`config.mk`:
```
export PLATFORM = sky130hd
export DESIGN_NAME = multi_input_debounce_events_core
export DESIGN_NICKNAME = d
export VERILOG_FILES = /design/src/hw/rtl/mide_pkg.sv /design/src/hw/rtl/multi_input_debounce_events_core.sv /design/src/hw/rtl/mide_front.sv /design/src/hw/rtl/mide_queue.sv /design/src/hw/rtl/mide_back.sv
export VERILOG_INCLUDE_DIRS = /design/src /design/src/hw/rtl
export SDC_FILE = /design/constraint.sdc
export NUM_CORES = 1
export LEC_CHECK = 0
export ABC_AREA = 1
export BUFFER_PORTS_ARGS = -buffer_cell sky130_fd_sc_hd__buf_2
export CAP_MARGIN = 20
export CORE_MARGIN = 3
export CORE_UTILIZATION = 50
export DETAILED_ROUTE_END_ITERATION = 10
export PLACE_DENSITY_LB_ADDON = 0.25
export SYNTH_ARGS = -nofsm -noshare
export SYNTH_HDL_FRONTEND = slang
export SYNTH_HIERARCHICAL = 1
export SYNTH_SLANG_ARGS = --single-unit
```
`constraint.sdc`:
```
create_clock -name clock -period 2.93 [get_ports clock]
set_input_delay 0.586 -clock clock [delete_from_list [all_inputs] [get_ports clock]]
set_output_delay 0.586 -clock clock [all_outputs]
set_load 0.005 [all_outputs]
```
`src/hw/rtl/multi_input_debounce_events_core_defines.svh`:
```
// ----------------------------------------------------------------------------
// Debounce event core assertion macros
// Shared concurrent assertion forms for the debounce event core.
// ----------------------------------------------------------------------------
`ifndef MULTI_INPUT_DEBOUNCE_EVENTS_CORE_DEFINES_SVH
`define MULTI_INPUT_DEBOUNCE_EVENTS_CORE_DEFINES_SVH

// same-cycle implication, skipped while reset is high
`define MIDE_ASSERT_IMPLY(label, clk, rst, pre, post) \
   label: assert property (@(posedge clk) disable iff (rst) (pre) |-> (post)) \
      else $error("assertion failed: same-cycle implication");

// next-cycle implication, skipped while reset is high
`define MIDE_ASSERT_NEXT(label, clk, rst, pre, post) \
   label: assert property (@(posedge clk) disable iff (rst) (pre) |=> (post)) \
      else $error("assertion failed: next-cycle implication");

`endif

```
`src/hw/rtl/mide_pkg.sv`:
```
// ----------------------------------------------------------------------------
// Debounce event package
// Widths, codes, queue record types and helpers shared by the core modules.
// ----------------------------------------------------------------------------
package mide_pkg;

   localparam int MAX_CHANNELS = 16;
   localparam int LEVEL_W      = 16;
   localparam int TIMER_W      = 16;
   localparam int CHAN_W       = 4;
   localparam int QUEUE_DEPTH  = 2;
   localparam int QPTR_W       = $clog2(QUEUE_DEPTH);

   localparam logic [TIMER_W-1:0] DELAY_RESET = 16'd20;

   // item kind codes
   localparam logic KIND_SCAN = 1'b0;
   localparam logic KIND_LOAD = 1'b1;

   // one scan's outcome: channels that changed and the vector after the scan
   typedef struct packed {
      logic [LEVEL_W-1:0] changed;
      logic [LEVEL_W-1:0] levels;
   } scan_rec_type;

   typedef struct packed {
      logic         valid;
      scan_rec_type rec;
   } qport_type;

   function automatic logic [CHAN_W-1:0] lowest_set(input logic [LEVEL_W-1:0] mask);
      logic [CHAN_W-1:0] idx;
      idx = '0;
      for (int i = LEVEL_W - 1; i >= 0; i--) begin
         if (mask[i]) begin
            idx = CHAN_W'(i);
         end
      end
      return idx;
   endfunction

endpackage

```
`src/hw/rtl/multi_input_debounce_events_core.sv`:
```
// An accepted scan that confirms changes reaches the outputs through the two-record
//   queue and the result register. Throughput: one item per cycle while the queue
//   is not full; a scan confirming k channels yields k events, one per cycle while popped.
// Reset: synchronous, active high; timers and confirmed vector clear to zero,
//   debounce delay returns to 20, queue and result register empty.
// ----------------------------------------------------------------------------
// Multi-input debounce event core
// Per-channel counter debouncer with change events, front end and event back
// end decoupled by a short record queue.
// ----------------------------------------------------------------------------
`include "multi_input_debounce_events_core_defines.svh"

module multi_input_debounce_events_core #(
   parameter int CHANNELS = 16
) (
   input  logic                             clock,
   input  logic                             reset,
   input  logic                             req_push,
   output logic                             req_full,
   input  logic                             req_kind,
   input  logic [mide_pkg::LEVEL_W-1:0]     req_raw_levels,
   output logic                             rsp_empty,
   input  logic                             rsp_pop,
   output logic [mide_pkg::CHAN_W-1:0]      rsp_channel,
   output logic                             rsp_new_level,
   output logic [mide_pkg::LEVEL_W-1:0]     rsp_confirmed_levels,
   output logic                             rsp_last,
   input  logic                             csr_valid,
   output logic                             csr_ready,
   input  logic [mide_pkg::TIMER_W-1:0]     csr_data
);

   mide_pkg::qport_type q_wr, q_rd;
   logic                q_full, q_pop, back_busy;

   assign csr_ready = 1'b1;

   mide_front #(
      .CHANNELS (CHANNELS)
   ) u_front (
      .clock          (clock),
      .reset          (reset),
      .req_push       (req_push),
      .req_full       (req_full),
      .req_kind       (req_kind),
      .req_raw_levels (req_raw_levels),
      .csr_valid      (csr_valid && csr_ready),
      .csr_data       (csr_data),
      .q_full         (q_full),
      .q_wr           (q_wr)
   );

   mide_queue u_queue (
      .clock  (clock),
      .reset  (reset),
      .q_wr   (q_wr),
      .q_full (q_full),
      .q_rd   (q_rd),
      .q_pop  (q_pop)
   );

   mide_back u_back (
      .clock                (clock),
      .reset                (reset),
      .q_rd                 (q_rd),
      .q_pop                (q_pop),
      .back_busy            (back_busy),
      .rsp_empty            (rsp_empty),
      .rsp_pop              (rsp_pop),
      .rsp_channel          (rsp_channel),
      .rsp_new_level        (rsp_new_level),
      .rsp_confirmed_levels (rsp_confirmed_levels),
      .rsp_last             (rsp_last)
   );

   // a shown event that is not the last of its scan leaves more work in the back end
   `MIDE_ASSERT_IMPLY(a_more_pending, clock, reset, !rsp_empty && !rsp_last, back_busy)
   // taking a non-last event brings the next one of the same scan right away
   `MIDE_ASSERT_NEXT(a_no_gap, clock, reset, rsp_pop && !rsp_empty && !rsp_last, !rsp_empty)
   // a load item never creates an event record
   `MIDE_ASSERT_IMPLY(a_load_silent, clock, reset,
      req_push && !req_full && (req_kind == mide_pkg::KIND_LOAD), !q_wr.valid)

endmodule

```
`src/hw/rtl/mide_front.sv`:
```
// ----------------------------------------------------------------------------
// Debounce front end
// Accepts scan and load items, runs the per-channel timers and pushes one
// record per scan that confirmed at least one change.
// ----------------------------------------------------------------------------
module mide_front #(
   parameter int CHANNELS = 16
) (
   input  logic                             clock,
   input  logic                             reset,
   input  logic                             req_push,
   output logic                             req_full,
   input  logic                             req_kind,
   input  logic [mide_pkg::LEVEL_W-1:0]     req_raw_levels,
   input  logic                             csr_valid,
   input  logic [mide_pkg::TIMER_W-1:0]     csr_data,
   input  logic                             q_full,
   output mide_pkg::qport_type              q_wr
);

   localparam int NCH = (CHANNELS < mide_pkg::MAX_CHANNELS) ? CHANNELS
                                                            : mide_pkg::MAX_CHANNELS;
   localparam logic [mide_pkg::LEVEL_W-1:0] CHAN_MASK =
      mide_pkg::LEVEL_W'((33'd1 << NCH) - 33'd1);

   logic [mide_pkg::TIMER_W-1:0] delay_ff, delay_in;
   logic [mide_pkg::LEVEL_W-1:0] confirmed_ff, confirmed_in;
   logic [mide_pkg::LEVEL_W-1:0] raw_masked, diff, changed;
   logic [NCH-1:0]               hit;
   logic                         accept, is_load;

   assign req_full   = q_full;
   assign accept     = req_push && !q_full;
   assign is_load    = (req_kind == mide_pkg::KIND_LOAD);
   assign raw_masked = req_raw_levels & CHAN_MASK;
   assign diff       = raw_masked ^ confirmed_ff;
   assign changed    = mide_pkg::LEVEL_W'(hit);

   for (genvar g = 0; g < NCH; g++) begin : g_lane
      logic [mide_pkg::TIMER_W-1:0] timer_ff, timer_in, scan_next;
      logic                         scan_hit;

      always_comb begin
         scan_next = '0;
         scan_hit  = 1'b0;
         if (diff[g]) begin
            if (timer_ff == '0) begin
               scan_next = delay_ff;
            end else begin
               scan_next = timer_ff - mide_pkg::TIMER_W'(1);
               scan_hit  = (timer_ff == mide_pkg::TIMER_W'(1));
            end
         end
      end

      always_comb begin
         timer_in = timer_ff;
         if (accept) begin
            timer_in = is_load ? '0 : scan_next;
         end
      end

      assign hit[g] = scan_hit;

      always_ff @(posedge clock) begin
         if (reset) begin
            timer_ff <= '0;
         end else begin
            timer_ff <= timer_in;
         end
      end
   end

   always_comb begin
      confirmed_in = confirmed_ff;
      if (accept) begin
         // a confirmed change always flips the stored bit
         confirmed_in = is_load ? raw_masked : (confirmed_ff ^ changed);
      end
   end

   assign delay_in = csr_valid ? csr_data : delay_ff;

   always_comb begin
      q_wr.valid       = accept && !is_load && (changed != '0);
      q_wr.rec.changed = changed;
      q_wr.rec.levels  = confirmed_ff ^ changed;
   end

   always_ff @(posedge clock) begin
      if (reset) begin
         delay_ff     <= mide_pkg::DELAY_RESET;
         confirmed_ff <= '0;
      end else begin
         delay_ff     <= delay_in;
         confirmed_ff <= confirmed_in;
      end
   end

endmodule

```
`src/hw/rtl/mide_queue.sv`:
```
// ----------------------------------------------------------------------------
// Scan record queue
// Short first-in first-out buffer of scan records between front and back.
// ----------------------------------------------------------------------------
module mide_queue (
   input  logic                clock,
   input  logic                reset,
   input  mide_pkg::qport_type q_wr,
   output logic                q_full,
   output mide_pkg::qport_type q_rd,
   input  logic                q_pop
);

   mide_pkg::scan_rec_type entry_ff [mide_pkg::QUEUE_DEPTH];

   logic [mide_pkg::QPTR_W-1:0] wr_ptr_ff, wr_ptr_in;
   logic [mide_pkg::QPTR_W-1:0] rd_ptr_ff, rd_ptr_in;
   logic [mide_pkg::QPTR_W:0]   count_ff, count_in;
   logic                        do_wr, do_rd;

   assign q_full = (count_ff == (mide_pkg::QPTR_W + 1)'(mide_pkg::QUEUE_DEPTH));
   assign do_wr  = q_wr.valid && !q_full;
   assign do_rd  = q_pop && (count_ff != '0);

   always_comb begin
      q_rd.valid = (count_ff != '0);
      q_rd.rec   = entry_ff[rd_ptr_ff];
   end

   always_comb begin
      wr_ptr_in = do_wr ? wr_ptr_ff + mide_pkg::QPTR_W'(1) : wr_ptr_ff;
      rd_ptr_in = do_rd ? rd_ptr_ff + mide_pkg::QPTR_W'(1) : rd_ptr_ff;
      count_in  = count_ff;
      if (do_wr && !do_rd) begin
         count_in = count_ff + (mide_pkg::QPTR_W + 1)'(1);
      end else if (do_rd && !do_wr) begin
         count_in = count_ff - (mide_pkg::QPTR_W + 1)'(1);
      end
   end

   always_ff @(posedge clock) begin
      if (do_wr) begin
         entry_ff[wr_ptr_ff] <= q_wr.rec;
      end
   end

   always_ff @(posedge clock) begin
      if (reset) begin
         wr_ptr_ff <= '0;
         rd_ptr_ff <= '0;
         count_ff  <= '0;
      end else begin
         wr_ptr_ff <= wr_ptr_in;
         rd_ptr_ff <= rd_ptr_in;
         count_ff  <= count_in;
      end
   end

endmodule

```
`src/hw/rtl/mide_back.sv`:
```
// ----------------------------------------------------------------------------
// Debounce event back end
// Walks each scan record's change mask lowest channel first and drives one
// change event per cycle into the result register while it is empty or being read.
// ----------------------------------------------------------------------------
module mide_back (
   input  logic                             clock,
   input  logic                             reset,
   input  mide_pkg::qport_type              q_rd,
   output logic                             q_pop,
   output logic                             back_busy,
   output logic                             rsp_empty,
   input  logic                             rsp_pop,
   output logic [mide_pkg::CHAN_W-1:0]      rsp_channel,
   output logic                             rsp_new_level,
   output logic [mide_pkg::LEVEL_W-1:0]     rsp_confirmed_levels,
   output logic                             rsp_last
);

   logic [mide_pkg::LEVEL_W-1:0] pend_ff, pend_in;
   logic [mide_pkg::LEVEL_W-1:0] levels_ff, levels_in;
   logic                         out_valid_ff, out_valid_in;
   logic [mide_pkg::CHAN_W-1:0]  chan_ff, chan_in;
   logic                         lvl_ff, lvl_in;
   logic [mide_pkg::LEVEL_W-1:0] conf_ff, conf_in;
   logic                         last_ff, last_in;

   logic                         out_free, src_valid, from_queue;
   logic [mide_pkg::LEVEL_W-1:0] src_mask, src_levels, rest;
   logic [mide_pkg::CHAN_W-1:0]  idx;

   assign back_busy  = (pend_ff != '0);
   assign out_free   = !out_valid_ff || rsp_pop;
   assign from_queue = !back_busy && q_rd.valid;
   assign src_valid  = back_busy || q_rd.valid;
   assign src_mask   = back_busy ? pend_ff : q_rd.rec.changed;
   assign src_levels = back_busy ? levels_ff : q_rd.rec.levels;
   assign idx        = mide_pkg::lowest_set(src_mask);
   // drop the lowest set bit
   assign rest       = src_mask & (src_mask - mide_pkg::LEVEL_W'(1));
   assign q_pop      = out_free && from_queue;

   always_comb begin
      pend_in      = pend_ff;
      levels_in    = levels_ff;
      out_valid_in = out_valid_ff && !rsp_pop;
      chan_in      = chan_ff;
      lvl_in       = lvl_ff;
      conf_in      = conf_ff;
      last_in      = last_ff;
      if (out_free && src_valid) begin
         pend_in      = rest;
         levels_in    = src_levels;
         out_valid_in = 1'b1;
         chan_in      = idx;
         lvl_in       = src_levels[idx];
         conf_in      = src_levels;
         last_in      = (rest == '0);
      end
   end

   always_ff @(posedge clock) begin
      levels_ff <= levels_in;
      chan_ff   <= chan_in;
      lvl_ff    <= lvl_in;
      conf_ff   <= conf_in;
      last_ff   <= last_in;
   end

   always_ff @(posedge clock) begin
      if (reset) begin
         pend_ff      <= '0;
         out_valid_ff <= 1'b0;
      end else begin
         pend_ff      <= pend_in;
         out_valid_ff <= out_valid_in;
      end
   end

   assign rsp_empty            = !out_valid_ff;
   assign rsp_channel          = chan_ff;
   assign rsp_new_level        = lvl_ff;
   assign rsp_confirmed_levels = conf_ff;
   assign rsp_last             = last_ff;

endmodule
```
[Yosys cells after proc, flatten, opt, wreduce, memory -nomap -nowiden]
Memory sizes are Yosys's and may differ from the RTL's. A register that Yosys moved wholly into a read port is not among the register bits.
Cells that the tools add are included.
Cells by class
  add/subtract/negate cells: 21
  order comparisons: 1
  equality and inequality tests: 17
  mux-type cells: 108
  bitwise gates (word level): 3
  reduce and logical (&&, ||, !) cells: 41
Operators by type and width (count)
  two-way mux 16 bit: 51
  logical NOT 16 bit: 17
  subtractor 16 x 1 -> 16 bit, second input constant: 17
  equality test 16 x 1 -> 1 bit, second input constant: 16
  two-way mux 4 bit: 16
  two-way mux 1 bit: 38
  nonzero test 16 bit: 2
  bitwise XOR 16 bit: 2
  bitwise AND 16 bit: 1
  logical AND 1 bit: 11
  logical NOT 1 bit: 7
  < comparator 4 x 5 -> 1 bit, second input constant: 1
  binary-select mux 1 bit (select 4 bit): 1
  two-way mux 2 bit: 2
  nonzero test 2 bit: 2
  adder 1 bit, second input constant: 2
  adder 2 x 1 -> 2 bit, second input constant: 1
  equality test 2 bit, second input constant: 1
  logical OR 1 bit: 2
  subtractor 2 x 1 -> 2 bit, second input constant: 1
Word-level totals
  register bits: 331
  RAM bits: 64
  input bits: 38
  word-level logic and storage cells: 219
  memories: 1
Memory list
  u_queue.entry_ff: words 2, bits a word 32, read ports 1, clocked after Yosys merged registers in 1, wr ports 1, RTL line mide_queue.sv:14  | mide_pkg::scan_rec_type entry_ff [mide_pkg::QUEUE_DEPTH];

[Depth between registers and ports, before layout]
Gate-level depths: netlist of the first run.
  depth after elaboration: 20
  mapped depth: 26

[Hierarchy]
The synthesis of the first run kept the hierarchy.
By module, submodules not included
  mide_front: instances 1, cells each 2917, area an instance 19029.5 sq um
  mide_queue: instances 1, cells each 137, area an instance 2710.1 sq um
  mide_back: instances 1, cells each 300, area an instance 2233.4 sq um
  multi_input_debounce_events_core: instances 1, cells each 2, area an instance 11.3 sq um

[Least setup slack after synthesis of the first run]
Ideal clock, no wire load.
  path kind: reg2reg
  start point: reg u_front/g_lane[7].timer_ff[0] (netlist name)
  end point: mem u_queue/entry_ff[1][0] (netlist name) (enable)
  library setup time: 0.421 ns
  arrival time: 2.784 ns
  required time: 2.509 ns
  slack: -0.275 ns
  cell stages (with the launch flop): 16
  path buffers: 0
  period minus slack after synthesis: 3.205 ns
  cell sequence: dfxtp_1 > inv_1 > ha_1 > inv_1 > nand3_1 > nor2_1 > nand3_1 > nand2_1 > inv_1 > nand2_1 > nor2_1 > nand3_1 > nand2_1 > inv_1 > o21ai_2 > nor2_1
RTL lines
  start: declaration: RTL line mide_front.sv:40  | logic [mide_pkg::TIMER_W-1:0] timer_ff, timer_in, scan_next;
  start signal: assignment: RTL line mide_front.sv:69  | timer_ff <= timer_in;
  end: declaration: RTL line mide_queue.sv:14

[Final worst setup path of the first run]
  start point: reg u_back/pend_ff[6] (netlist name)
  end point: reg u_back.lvl_ff (netlist: u_back/rsp_new_level), data pin
On the way
  word-level cells in the longest chain between the ends: 20
  elaborated cells on any way between the ends: 21
Ends and longest elaborated chain
  start: declaration: RTL line mide_back.sv:20  | logic [mide_pkg::LEVEL_W-1:0] pend_ff, pend_in;
  start signal: assignment: RTL line mide_back.sv:75  | pend_ff <= pend_in;
  nonzero test 16 bit *: RTL line mide_back.sv:32  | assign back_busy = (pend_ff != '0);
  via back_busy: RTL line multi_input_debounce_events_core.sv:34  | logic q_full, q_pop, back_busy;
  two-way mux 16 bit: RTL line mide_back.sv:36  | assign src_mask = back_busy ? pend_ff : q_rd.rec.changed;
  two-way mux 4 bit (16 in a row): RTL line mide_pkg.sv:35  | if (mask[i]) begin
  binary-select mux 1 bit (select 4 bit) *: RTL line mide_back.sv:56  | lvl_in = src_levels[idx];
  two-way mux 1 bit (not written as such) *: RTL line mide_back.sv:56
  end signal: assignment: RTL line mide_back.sv:65  | lvl_ff <= lvl_in;
  end: declaration: RTL line mide_back.sv:24  | logic lvl_ff, lvl_in;
The timed path passes the listed nets; every way through them passes the cells marked *. The select of a mux whose other input is x is not followed.
A chain may end at the register's enable or synchronous reset.

==> results of run 1 <==
[state kept, by name, summed over array words and instances, names as in the netlist, named ones only]
register,count
u_queue/count_ff,2
u_queue/wr_ptr_ff,1
u_front/confirmed_ff,16
u_back/rsp_channel,4
u_back/rsp_new_level,1
u_back/out_valid_ff,1
u_queue/entry_ff,64
u_front/g_lane.timer_ff,256
u_back/rsp_confirmed_levels,16
u_queue/rd_ptr_ff,1
u_back/rsp_last,1
u_back/pend_ff,15
u_front/delay_ff,16
[cell type report]
type | count | share of cell area
Clock buffer | 68 | 0.0498
Clock inverter | 15 | 0.00578
Inverter | 334 | 0.0485
Multi-Input combinational cell | 2462 | 0.498
Sequential cell | 395 | 0.335
Tap cell | 607 | 0.0290
Timing Repair Buffer | 123 | 0.0344
[cell usage after synthesis, types with 55 or more instances]
library cell and n:
sky130_fd_sc_hd__clkbuf_1 88, sky130_fd_sc_hd__a21oi_1 339, sky130_fd_sc_hd__edfxtp_1 86, sky130_fd_sc_hd__nor2_1 378, sky130_fd_sc_hd__o21ai_1 55, sky130_fd_sc_hd__o211ai_1 128
sky130_fd_sc_hd__xor2_1 117, sky130_fd_sc_hd__dfxtp_1 309, sky130_fd_sc_hd__inv_1 304, sky130_fd_sc_hd__nand3_1 226, sky130_fd_sc_hd__o21ai_0 130, sky130_fd_sc_hd__nand2_1 738
[worst max-delay path by stage]
stage                                                           from                                to  cells after the start
after CTS                             u_back/pend_ff[2]$_SDFFE_PP0P_    u_back/rsp_new_level$_DFFE_PP_                     24
after global routing                  u_back/pend_ff[6]$_SDFFE_PP0P_    u_back/rsp_new_level$_DFFE_PP_                     25
after floorplan           u_front/g_lane[7].timer_ff[0]$_SDFFE_PP0P_  u_queue/entry_ff[1][0]$_DFFE_PP_                     15
after global placement    u_front/g_lane[2].timer_ff[0]$_SDFFE_PP0P_  u_queue/count_ff[1]$_SDFFE_PP0P_                     19
after detailed placement              u_back/pend_ff[2]$_SDFFE_PP0P_    u_back/rsp_new_level$_DFFE_PP_                     24
final                                 u_back/pend_ff[6]$_SDFFE_PP0P_    u_back/rsp_new_level$_DFFE_PP_                     25
[kinds of logic (layout without fill, tap and decap cells)]
group	Yosys count	after routing	synth area share
other cells	1	1	0.000156
xor+xnor	132	132	0.0482
simple gates	1556	1558	0.286
mux	32	32	0.0197
fa+ha+maj	34	34	0.0177
compound gates	705	705	0.170
flops	395	395	0.366
buf+inv	501	540	0.0930
[where the power goes]
| group | switching, uW | internal, uW |
|---|---|---|
| logic | 6180 | 3070 |
| registers | 497 | 6280 |
| clock network | 2310 | 3260 |
| total | 8990 | 12600 |
[metal layers]
metal  wire length [um]  share of wire  GRT usage
met1              29800           0.44      0.358
met2              30700           0.45      0.418
met3               4590          0.068     0.0336
met4               2390          0.035     0.0978
met5                 12        0.00018          0
[through the flow]
stage,utilization,setup TNS [ps],hold slack [ps]
4_1_cts,0.554,0,201
6_report,0.558,0,234
2_1_floorplan,-,-17620,455
3_5_place_dp,0.523,0,441
5_1_grt,0.558,-97.1,247
3_3_place_gp,0.523,0,440
[critical path: stages (launching register included)]
cell	delay (ps)
sky130_fd_sc_hd__dfxtp_2	330
sky130_fd_sc_hd__nor2_1	120
sky130_fd_sc_hd__nand2_1	120
sky130_fd_sc_hd__nor2_4	210
sky130_fd_sc_hd__nand2_8	120
sky130_fd_sc_hd__buf_6	160
sky130_fd_sc_hd__nor2_1	80
sky130_fd_sc_hd__nor2_1	60
sky130_fd_sc_hd__nand2_1	60
sky130_fd_sc_hd__nand2_1	50
sky130_fd_sc_hd__nand2_1	60
sky130_fd_sc_hd__nand2_1	60
sky130_fd_sc_hd__nand2_1	60
sky130_fd_sc_hd__nand2_1	50
sky130_fd_sc_hd__nand2_1	60
sky130_fd_sc_hd__nand2_1	60
sky130_fd_sc_hd__nand2_1	80
sky130_fd_sc_hd__nand2_1	70
sky130_fd_sc_hd__nand2_1	80
sky130_fd_sc_hd__nand2_2	90
sky130_fd_sc_hd__nand2_2	130
sky130_fd_sc_hd__nand3_1	80
sky130_fd_sc_hd__nand3_1	100
sky130_fd_sc_hd__nand3_1	90
sky130_fd_sc_hd__nand3b_1	100
sky130_fd_sc_hd__nand2_1	50
[timing repair]
action | in CTS | in global routing
resized for setup | 0 | 15
buffers inserted | 0 | 15
endpoints found under the setup margin | 0 | 3
==> impl_summary.md, run 1 <==
Status
The flow ran to the end, and the final reports show no timing, DRC or antenna violations.

Synthesis
After synthesis, the share of flip-flops with an asynchronous set or reset is 0. In this run the cell area of the synthesized design comes to 24,000 um^2. The register area share after synthesis is 0.366.

The post-synthesis net count is 3,428. The largest area contributor in the netlist is sky130_fd_sc_hd__dfxtp_1. For this run, the number of Yosys warnings is 6.

The average footprint of a synthesized cell is 7.15 um^2. Of the post-synthesis cell area, the dominant cell type holds 0.258. The count of cell types in the netlist is 56. By area the synthesized netlist is led by sky130_fd_sc_hd__dfxtp_1, sky130_fd_sc_hd__nand2_1, sky130_fd_sc_hd__edfxtp_1, sky130_fd_sc_hd__a21oi_1, sky130_fd_sc_hd__nor2_1. Among all flip-flop cells after synthesis, the most frequent one is sky130_fd_sc_hd__dfxtp_1.

The gate count of the mapped netlist is 3,356. The post-synthesis sequential element count is 395. The synthesized design contains 86 enable-type register cells.

Layout
The library cells used most frequently in the layout, excluding fill and tap cells, are sky130_fd_sc_hd__nand2_1, sky130_fd_sc_hd__nor2_1, sky130_fd_sc_hd__a21oi_1. The most common cell after layout, fill and taps aside is sky130_fd_sc_hd__nand2_1. Counting the fill cells in the layout gives 4,275. The area growth from synthesis to final layout is 9.24%.

The total area of sequential cells is 8780 um^2. The post-route cell area is 26,200 um^2. Leaving out filler cells and counting taps, the final layout contains 4,004. Of the cells placed in the final design, the portion with a size suffix greater than 1 is 0.129. The final antenna diode count is 0. In the final layout, the multi-input gates occupy 13,000 um^2. The post-layout net count is 3,434.

Min path
The hold-critical path endpoint is u_front/delay_ff[4]$_SDFFE_PP1P_. The path type of the worst min-delay path is primary input to flop. The launch instance of the worst min-delay path is csr_data[4].

Counting instances, the worst hold path has a depth of 3.

Critical path
The worst register-to-register path ends at u_back/rsp_new_level$_DFFE_PP_. The category of the worst setup path launch point is a flop. The maximum net fanout on the critical path is 11. The required arrival time at the worst endpoint is 3270 ps.

The path type of the worst setup path is flop to flop. STA classifies the critical path endpoint as a flop. The launch point of the worst reg-to-reg path is u_back/pend_ff[6]$_SDFFE_PP0P_.

The critical path arrival is 3120 ps. The number of cells on the worst reg-to-reg path is 25. The slack of the worst reg-to-reg path is 140 ps.

Power and ir drop
Dividing total power by cell area gives a power density of 824 nW/um^2. In this run the static leakage power is 0.0116 uW. VDD sags by at most 0.000610 V. The overall power is 21,600 uW.

Clock network
The number of CTS-inserted buffers is 46. For this design, the sink count on the clock tree is 395. The TritonCTS clock tree is yes. The clock edge transition at the registers on the reported setup and hold paths is 60 ps. The number of hold-repair buffers added at the cts stage is 0.

The insertion delay to the later sink of the worst-skew pair is 580 ps. The cell chosen for the clock root is sky130_fd_sc_hd__clkbuf_16. The clock tree synthesis step divided the H-tree into 2 levels. Counting along the longest clock path gives a buffer depth of 3.

Timing
The final-report max-slew violation count is 0. The total count of hold-check failures in the final report is 0. The pin slew with the least headroom to its limit is 1040 ps.

Setup violations remaining at the end of the flow were counted as 0. Static timing analysis puts the maximum clock frequency at 0.359 GHz. The post-route minimum period is 2790 ps.

Of the available clock period, the critical path in the final layout requires 0.951. The worst-case clock skew is 21.4 ps. Measured against its own limit, the worst slew margin works out to 0.307.

Across all setup checks in the final design, the least slack found is 144 ps.

Drt
The final routed wire length divided by cell count is 16.9 um. The pre-antenna-repair detailed-routing pass consisted of 6 iterations. The routed wire length is 67.5 mm. For this block, the initial DRC count from the detailed router was 2,323. The count of antenna-violating nets left after detailed routing is 0. After detailed routing, the number of remaining DRC violations is 0. The via count is 22,400. Dividing the detail-routed via count by the number of cells gives 5.60.

Placed design
Buffers placed on the I/O ports in this run total 61. The placement-stage cell area is 24,500 um^2. At the end of routability-driven placement, the weighted congestion stood at 0.902. The HPWL reported at the end of detailed placement is 43.7 mm. The post-place setup slack is 188 ps. Including well taps, the total number of placed cells is 3,903.

Die
During I/O placement, the number of pins put on the boundary was 63. The floorplan has 79 rows. The die is 225 um wide. The vertical die dimension is 225 um. The effective utilization at floorplan is 0.511.

The region available for standard cell placement spans 47,000 um^2. The floorplan step defined a die boundary enclosing 50,600 um^2.

Global route
The wire length of the first global-routing pass is 107 mm. The all-layer global routing usage is 0.259. The number of antenna violations at the first check in global routing is 2. The number of global-route vias before repair is 20,600. The remaining global-route overflow is 0.

Entering global routing, the biggest net connects 184 pins.

Run
The max-capacitance violation count is 0.
Power figures use the tool's default switching activity.
==> run 2, diff against run 1 <==
--- a/config.mk
+++ b/config.mk
@@ -15,5 +15,4 @@
 export PLACE_DENSITY_LB_ADDON = 0.25
 export SYNTH_ARGS = -nofsm -noshare
 export SYNTH_HDL_FRONTEND = slang
-export SYNTH_HIERARCHICAL = 1
 export SYNTH_SLANG_ARGS = --single-unit
==> run 2 against run 1 <==
Fmax increased by 1.3%. Area after synthesis shrank 6.1%. Clock skew rose by 2.1 ps. Critical endpoint is now u_queue.count_ff[1]$_SDFFE_PP0P_. Highest routed layer unchanged.
==> impl_summary.md, run 2 <==
Status
The run finished with clean final reports.

Critical path
For the worst setup path, the data required time is 3410 ps. The sort of element at the end of the critical path is a flop. The critical path arrival is 3230 ps. The critical path is of the flop to flop type. The highest-delay cell along the critical path is sky130_fd_sc_hd__nor2_1. The largest single stage delay on the critical path is 360 ps. Setup slack on the worst reg-to-reg path comes out at 180 ps. The endpoint of the lowest-slack register-to-register path is u_queue.count_ff[1]$_SDFFE_PP0P_. In this run the worst path has a maximum fanout of 5. The critical path goes through nor3_1, nand3_1, nor2_1, nand4_1, nor2_1, nor4_1, nand4_1, nand2_1, inv_1, ha_1, a21oi_1, o21ai_0, o21ai_0, a21oi_1. The startpoint identified for the worst register-to-register timing path is u_front.g_lane[2].timer_ff[12]$_SDFFE_PP0P_. STA classifies the critical path startpoint as a flop. Measured in cells, the most critical reg-to-reg path has a length of 14.

Placed design
The congestion estimate from routability-driven global placement came to 0.895. The post-place setup slack is 71.5 ps. Once placement completed, the tool counted placed cells totaling 3,700. The wire-length estimate of the detail-placed layout is 40.0 mm. The count of input and output buffers is 61.

Global route
The met2 usage is 0.442. The met1 capacity usage during global routing is 0.339. The number of antenna violations at the first check in global routing is 2.

The met3 track utilization from global routing is 0.0377. The number of global-route vias before repair was 19,800. The layer carrying the most global-route usage is met2. The wire length of the first global-routing pass is 101 mm. The remaining global-route overflow is 0. The all-layer global routing usage is 0.259. Entering global routing, the biggest net connects 141 pins.

Layout
The final non-filler cell total is 3,788. The flip-flop count of the largest register after layout is 256. Leaving out fill and tap cells, the most frequent cell in the layout is sky130_fd_sc_hd__nand2_1. The end-of-flow core utilization is 0.568.

The top cell types in the final layout, fill and taps aside, are sky130_fd_sc_hd__nand2_1, sky130_fd_sc_hd__a21oi_1, sky130_fd_sc_hd__nor2_1. In the final design database the tool counted 3,248 nets. In the final layout, the share of cells above drive strength 1 is 0.101.

The register with the most flip-flops is u_front.g_lane.timer_ff. In the final layout, the registers with the most flip-flops are u_front.g_lane.timer_ff x256, u_queue.entry_ff x64. The area growth from synthesis to final layout is 11.8%.

Die
The floorplan step defined a die boundary enclosing 47,600 um^2. The top-level I/O count is 63. After floorplanning, the core was sized to cover 44,300 um^2. The floorplan step set the die width to 218 um. After floorplanning, the core was divided into 77 placement rows. In this run the vertical extent of the chip is 218 um.

The initial utilization of the core area, before any placement, comes to 0.508.

Timing
The final critical-path setup slack is 181 ps. The share of the cycle needed by the critical path after routing is 0.938. At the pin with the least slew margin, the transition time is 978 ps. Setup violations remaining at the end of the flow were counted as 0.

Setup repair after global routing could not meet its margin everywhere. The total count of hold-check failures in the final report came to 0. The headroom to the max-slew limit is 0.346. The highest achievable clock rate is 0.364 GHz.

The worst-case clock skew is 23.5 ps. The post-route minimum period is 2750 ps. The final-report max-slew violation count was 0.

Drt
In this run the remaining antenna-violating nets after routing total 0. Summing over every cut layer, the via total after detailed routing is 21,400. The first-pass iteration count of the detailed router is 6. Dividing the detail-routed wire length by the instance count gives 16.5 um. The routed wire length is 62.6 mm. The number of DRC markers in iteration 0 is 2,354.

After detailed routing, the number of vias per cell comes to 5.64. The remaining routing DRC violations is 0.

Clock network
Counting every sink on the clock net gives 395. The later pin in the worst-skew pair is clocked with a latency of 590 ps. Counting along the longest clock path gives a buffer depth of 3. The cell chosen for the clock root is sky130_fd_sc_hd__clkbuf_16.

The TritonCTS clock tree is yes. The number of CTS-inserted buffers is 45. The clock edge transition at the registers on the reported setup and hold paths is 70 ps. The H-tree was split into 2 levels.

Synthesis
Of the post-synthesis cell area, the dominant cell type holds 0.275. Yosys printed 0 warnings. Sorting the synthesized cells by area gives the leading types as sky130_fd_sc_hd__dfxtp_1, sky130_fd_sc_hd__nand2_1, sky130_fd_sc_hd__edfxtp_1, sky130_fd_sc_hd__a21oi_1, sky130_fd_sc_hd__o211ai_1. The largest area contributor in the netlist is sky130_fd_sc_hd__dfxtp_1. The synthesized design contains 395 register bits. The gate count of the mapped netlist is 3,137. After synthesis the cells add up to 22,500 um^2. The fraction of synthesis flops using an asynchronous set or reset pin is 0. The post-synthesis net count is 3,224.

The main flop type after synthesis is sky130_fd_sc_hd__dfxtp_1. The average footprint of a synthesized cell is 7.18 um^2. The number of different library cells used by synthesis comes to 52.

By instance count, the leading cell after synthesis is sky130_fd_sc_hd__nand2_1. The count of flip-flops with a built-in enable after synthesis is 86. Of the synthesized area, sequential elements account for 0.389. Ranked by instance count, the synthesized netlist is headed by sky130_fd_sc_hd__nand2_1, sky130_fd_sc_hd__a21oi_1, sky130_fd_sc_hd__nor2_1, sky130_fd_sc_hd__dfxtp_1, sky130_fd_sc_hd__inv_1.

Power and ir drop
The power density of the placed cells is 909 nW/um^2. The part of the total power dissipated in the clock network is 0.245. The net switching power of the design is 9730 uW. Summed over all cells, the static leakage comes to 0.0104 uW.

The switching share of power is 0.425. VDD sags by at most 0.000663 V. The combinational fraction of design power is 0.453. The total internal power is 13,200 uW. Of the total power, registers draw 0.302.

Min path
The hold-critical path endpoint is u_front.delay_ff[4]$_SDFFE_PP1P_. The path class of the tightest hold or removal check is primary input to flop. The launch instance of the worst min-delay path is csr_data[4]. The cell depth of the worst min-delay path is 3.

Run
The max-capacitance violation count is 0.
## run 2: cell types whose count changed in the layout (fill, tap and decap cells not counted), sizes merged, moves of 32 or more
cell	previous run	this run
nand2	779	747
nor3	20	56
xor2	117	57
xnor2	15	68
nand3	234	153
o21ai	190	148
inv	332	241
nor2	455	344
o211ai	134	193
## run 2: stage by stage
stage / hold WS [ps] / total power [uW] / area, um^2 / TNS (ps)
after floorplan: 445 / 14800 / 22500 / 0
after global placement: 448 / 16800 / 23600 / 0
after detailed placement: 457 / 17100 / 23600 / 0
after CTS: 190 / 22700 / 25100 / 0
after global routing: 212 / 24700 / 25200 / -19.6
final: 215 / 22900 / 25200 / 0
## run 2: logic make-up (layout without fill, tap and decap cells)
family	after synthesis	count (layout)	synth area share
mux	11	11	0.00550
simple gates	1403	1403	0.265
other cells	1	2	0.000167
compound gates	738	738	0.194
xor+xnor	125	125	0.0486
flops	395	395	0.389
buf+inv	415	473	0.0705
fa+ha+maj	49	49	0.0272
## run 2: power by group through the flow
stage | sequential (uW) | clock [uW] | combinational, uW
after detailed placement | 7020 | 0 | 10100
after CTS | 6900 | 5710 | 10100
after global placement | 6980 | 0 | 9790
after global routing | 7010 | 5930 | 11700
after floorplan | 6920 | 0 | 7900
final | 6920 | 5600 | 10400
## run 2: routing by layer
metal	wire [um]	up-vias
li1	-	10600
met1	27600	10000
met2	29200	592
met3	3820	133
met4	2050	2
met5	13	-
## run 2: layout make-up
| type | count | area, um^2 |
|---|---|---|
| sequential | 395 | 8770 |
| fill | 4121 | 19100 |
| clock inverter | 18 | 188 |
| clock buffer | 63 | 1270 |
| multi-input combinational | 2327 | 12200 |
| tap | 592 | 741 |
| timing repair inverter | 1 | 8.76 |
| timing repair buffer | 148 | 1040 |
| antenna | 1 | 2.50 |
| inverter | 243 | 927 |
## run 2: worst max path at each step
| stage | depth (start not counted) | endpoint | startpoint | slack [ps] |
|---|---|---|---|---|
| final | 14 | u_queue.count_ff[1]$_SDFFE_PP0P_ | u_front.g_lane[2].timer_ff[12]$_SDFFE_PP0P_ | 180 |
| after global routing | 14 | u_queue.count_ff[1]$_SDFFE_PP0P_ | u_front.g_lane[14].timer_ff[8]$_SDFFE_PP0P_ | -20 |
| after CTS | 15 | u_queue.count_ff[1]$_SDFFE_PP0P_ | u_front.g_lane[5].timer_ff[13]$_SDFFE_PP0P_ | 50 |
| after detailed placement | 15 | u_queue.count_ff[1]$_SDFFE_PP0P_ | u_front.g_lane[5].timer_ff[13]$_SDFFE_PP0P_ | 70 |
| after global placement | 15 | u_queue.count_ff[1]$_SDFFE_PP0P_ | u_front.g_lane[5].timer_ff[13]$_SDFFE_PP0P_ | 130 |
| after floorplan | 8 | u_queue.entry_ff[1][0]$_DFFE_PP_ | u_front.g_lane[4].timer_ff[4]$_SDFFE_PP0P_ | 5 |
## run 2: critical path: cells and delay by family, from the launching register on
family | cells | cell delay (ps)
fa+ha+maj | 1 | 240
simple gates | 8 | 1490
flops | 1 | 350
buf+inv | 1 | 90
compound gates | 4 | 490
## run 2: what timing repair did
action,4_1_cts,5_1_grt
setup buffers,0,5
endpoints found under the hold margin,0,0
setup endpoints to repair,0,67
hold buffers,0,0
gates resized for setup,0,15
